==> config.mk <==
export PLATFORM = sky130hd
export DESIGN_NAME = arec_mem
export DESIGN_NICKNAME = d
export VERILOG_FILES = /design/src/design/arec_mem.sv
export SDC_FILE = /design/constraint.sdc
export NUM_CORES = 1
export LEC_CHECK = 0
export ABC_AREA = 1
export ABC_CLOCK_PERIOD_IN_PS = 2500
export BUFFER_PORTS_ARGS = -buffer_cell sky130_fd_sc_hd__buf_4
export CAP_MARGIN = 20
export CORE_MARGIN = 1.5
export CORE_UTILIZATION = 32
export CTS_CLUSTER_SIZE = 8
export DETAILED_ROUTE_END_ITERATION = 6
export PLACE_DENSITY = 0.54
export SLEW_MARGIN = 15
export SYNTH_ARGS = -nofsm -noshare
export SYNTH_HDL_FRONTEND = slang
export SYNTH_SLANG_ARGS = --single-unit
==> constraint.sdc <==
create_clock -name clock -period 2.5 [get_ports clock]
set_input_delay 0.25 -clock clock [delete_from_list [all_inputs] [get_ports clock]]
set_output_delay 0.25 -clock clock [all_outputs]
set_load 0.01 [all_outputs]
==> src/design/arec_mem.sv <==
module arec_mem #(
   parameter int DEPTH = 64,
   parameter int WIDTH = 8,
   localparam int IW = (DEPTH > 1) ? $clog2(DEPTH) : 1
) (
   input  logic             clock,
   input  logic             wr_en,
   input  logic [IW-1:0]    wr_idx,
   input  logic [WIDTH-1:0] wr_data,
   input  logic [IW-1:0]    rd_idx,
   output logic [WIDTH-1:0] rd_data
);

   logic [WIDTH-1:0] mem [DEPTH];
   logic [WIDTH-1:0] rd_data_ff;

   // One write port and one read port; the read data is registered.
   always_ff @(posedge clock) begin
      if (wr_en) begin
         mem[wr_idx] <= wr_data;
      end
      rd_data_ff <= mem[rd_idx];
   end

   assign rd_data = rd_data_ff;

endmodule

==> impl_metrics.toml <==
[layout]
fin_util_pct = 37.8
nFillCells = 6352
seqCellArea_um2 = 15500
nets = 1921
instances_no_fill = 2796
drive_gt1_share_pct = 11.0
antenna_cells = 0
multiInputGateArea_um2 = 4950
syn_to_final_growth_pct = 16.7

[grt]
grt_max_degree = 130
grt_pass1_vias = 13865
grt_pass1_wl_um = 87200
grt_overflow = 0
grtUsageTotal_pct = 17.3
antenna_found_initial = 0

[die]
core_area_um2 = 65900
initial_core_util_pct = 32.4
die_h_um = 261
num_rows = 94
num_io_pins = 30
die_w_um = 261
die-area_um2 = 68200

[place]
io_buffers = 29
hpwl_um = 34700
pre_cts_ws_ns = 0.420
dp.cells = 2686
gp_congestion = 0.831

[sta]
fmax_mhz = 626
fin_skew_ns = 0.0161
final_max_slew_viol_count = 0
worst_slew_pin_slew_ns = 0.937
fin_crit_sh_pct = 63.9
finalSetupViolCount = 0
tns_ns = 0
setup_ws_ns = 0.902
period_minus_slack_ns = 1.60
rsz0062_at_grt = "false"
hold_viol = 0
slew_headroom_pct = 37.6

[drt]
drt_wl_total_um = 58400
drt_iter0_markers = 1278
drt-vias-per-instance = 5.04
drtAntennaViolNets = 0
wl_per_cell_um = 20.9
vias = 14099
dr.pass1.iters = 5
drc_errors = 0

[clocking]
cts_buffer_depth = 3
cts_sinks = 520
cts_tree = "built"
cts_max_level = 3
cts_resized = 0
clock_latency_ns = 0.59
clk_pin_slew_ns = 0.05
cts-buffers-inserted = 74
cts_root_buf = "clkbuf_16"

[critical_path]
crit_fanout = 1
critPathTopFamily = "flip-flops"
crit_slowest_cell = "dfxtp_1"
crit_arrival_ns = 1.35
critPathRequiredTime_ns = 2.25
cpPeakStageDelay_ns = 0.56
crit_chain = "buf_4"
path_class = "reg -> out"
r2r_slack_ns = 1.06
path_buf_inv = 1
start_kind = "flop"
end_kind = "output port"

[job]
maxCapViolations = 0

[synthesis]
yosys_warnings = 0
synth_seq_cells = 520
avgSynthCellArea_um2 = 11.8
synth_cells = 1805
synth-seq-area-share_pct = 72.8
netlist_area_um2 = 21300
synth_nets = 1827
synthDistinctLibCells = 16

[outcome]
status = "finished, final reports clean"

[worst_hold_path]
min_path_type = "in -> reg"

[power_and_ir_drop]
p_per_area_nw_per_um2 = 805
p_leak_nw = 9.00
peakVddDrop_mv = 0.464
p_total_mw = 20.0
[metrics by stage]
step | hold slack, ns | instance area (um2)
6_report | 0.109 | 24900
5_1_grt | 0.0874 | 24900
4_1_cts | 0.0811 | 24900
3_5_place_dp | 0.596 | 22800
3_3_place_gp | 0.602 | 22800
2_1_floorplan | 0.349 | 21300
[state kept, by name (all words and copies together), names as in the netlist]
| name | count |
|---|---|
| mem | 512 |
| rd_data | 8 |
[final timing paths]
kind / cells past startpoint / startpoint / to
setup reg to reg: 8 / mem[5][5]$_DFFE_PP_ / rd_data[5]$_DFF_P_
hold reg to reg: 8 / mem[54][7]$_DFFE_PP_ / rd_data[7]$_DFF_P_
hold / removal: 1 / wr_data[0] / mem[5][0]$_DFFE_PP_
setup / recovery: 1 / rd_data[0]$_DFF_P_ / rd_data[0]
[Yosys cell counts (all sizes together)]
cell / n / area share (%)
nand2: 648 / 11
nand3: 439 / 10
nor2: 56 / 0.99
edfxtp: 512 / 72
nor4: 8 / 0.23
nand4: 9 / 0.26
dfxtp: 8 / 0.75
buf: 98 / 3.5
clkbuf: 15 / 0.26
inv: 12 / 0.23
[kinds of logic after synthesis]
family / share of synthesized area, %
and+or+nand+nor: 23.2
DFF: 72.8
buffers and inverters: 4.02
[repair_timing]
action,4_1_cts,5_1_grt
hold buffers,1,0
hold endpoints to repair,5,0
setup buffers,0,0
[routing by layer]
layer	track usage, %	part of all wire [%]
met5	0	0
met4	5.73	2.7
met3	3.97	7.4
met2	27.0	46
met1	23.9	44
[cells in the final DEF, fill, tap and decap left out]
cell and n:
dfxtp_1 8, inv_6 2, nor2_1 56, nand2_1 648
buf_4 113, clkbuf_16 79, inv_2 1, nand3_1 439
dlygate4sd3_1 1, inv_4 1, nand4_1 9, nor4_1 8
clkbuf_8 1, edfxtp_1 512, clkbuf_1 29, buf_12 16
inv_1 9
[report_power, final]
| part | switching (mW) | internal [mW] |
|---|---|---|
| combinational | 0.880 | 0.323 |
| sequential | 0.0415 | 9.67 |
| clock | 3.45 | 5.67 |
[final cells by class]
cell class              count  area share [%]
clock buffers             108            8.38
clock inverters             1          0.0352
inverters                  12           0.211
multi-input cells        1160            19.9
flip-flops and latches    520            62.4
well taps                 864            4.34
repair buffers            131            4.79
Note: power is estimated with default switching activity, not from simulation.
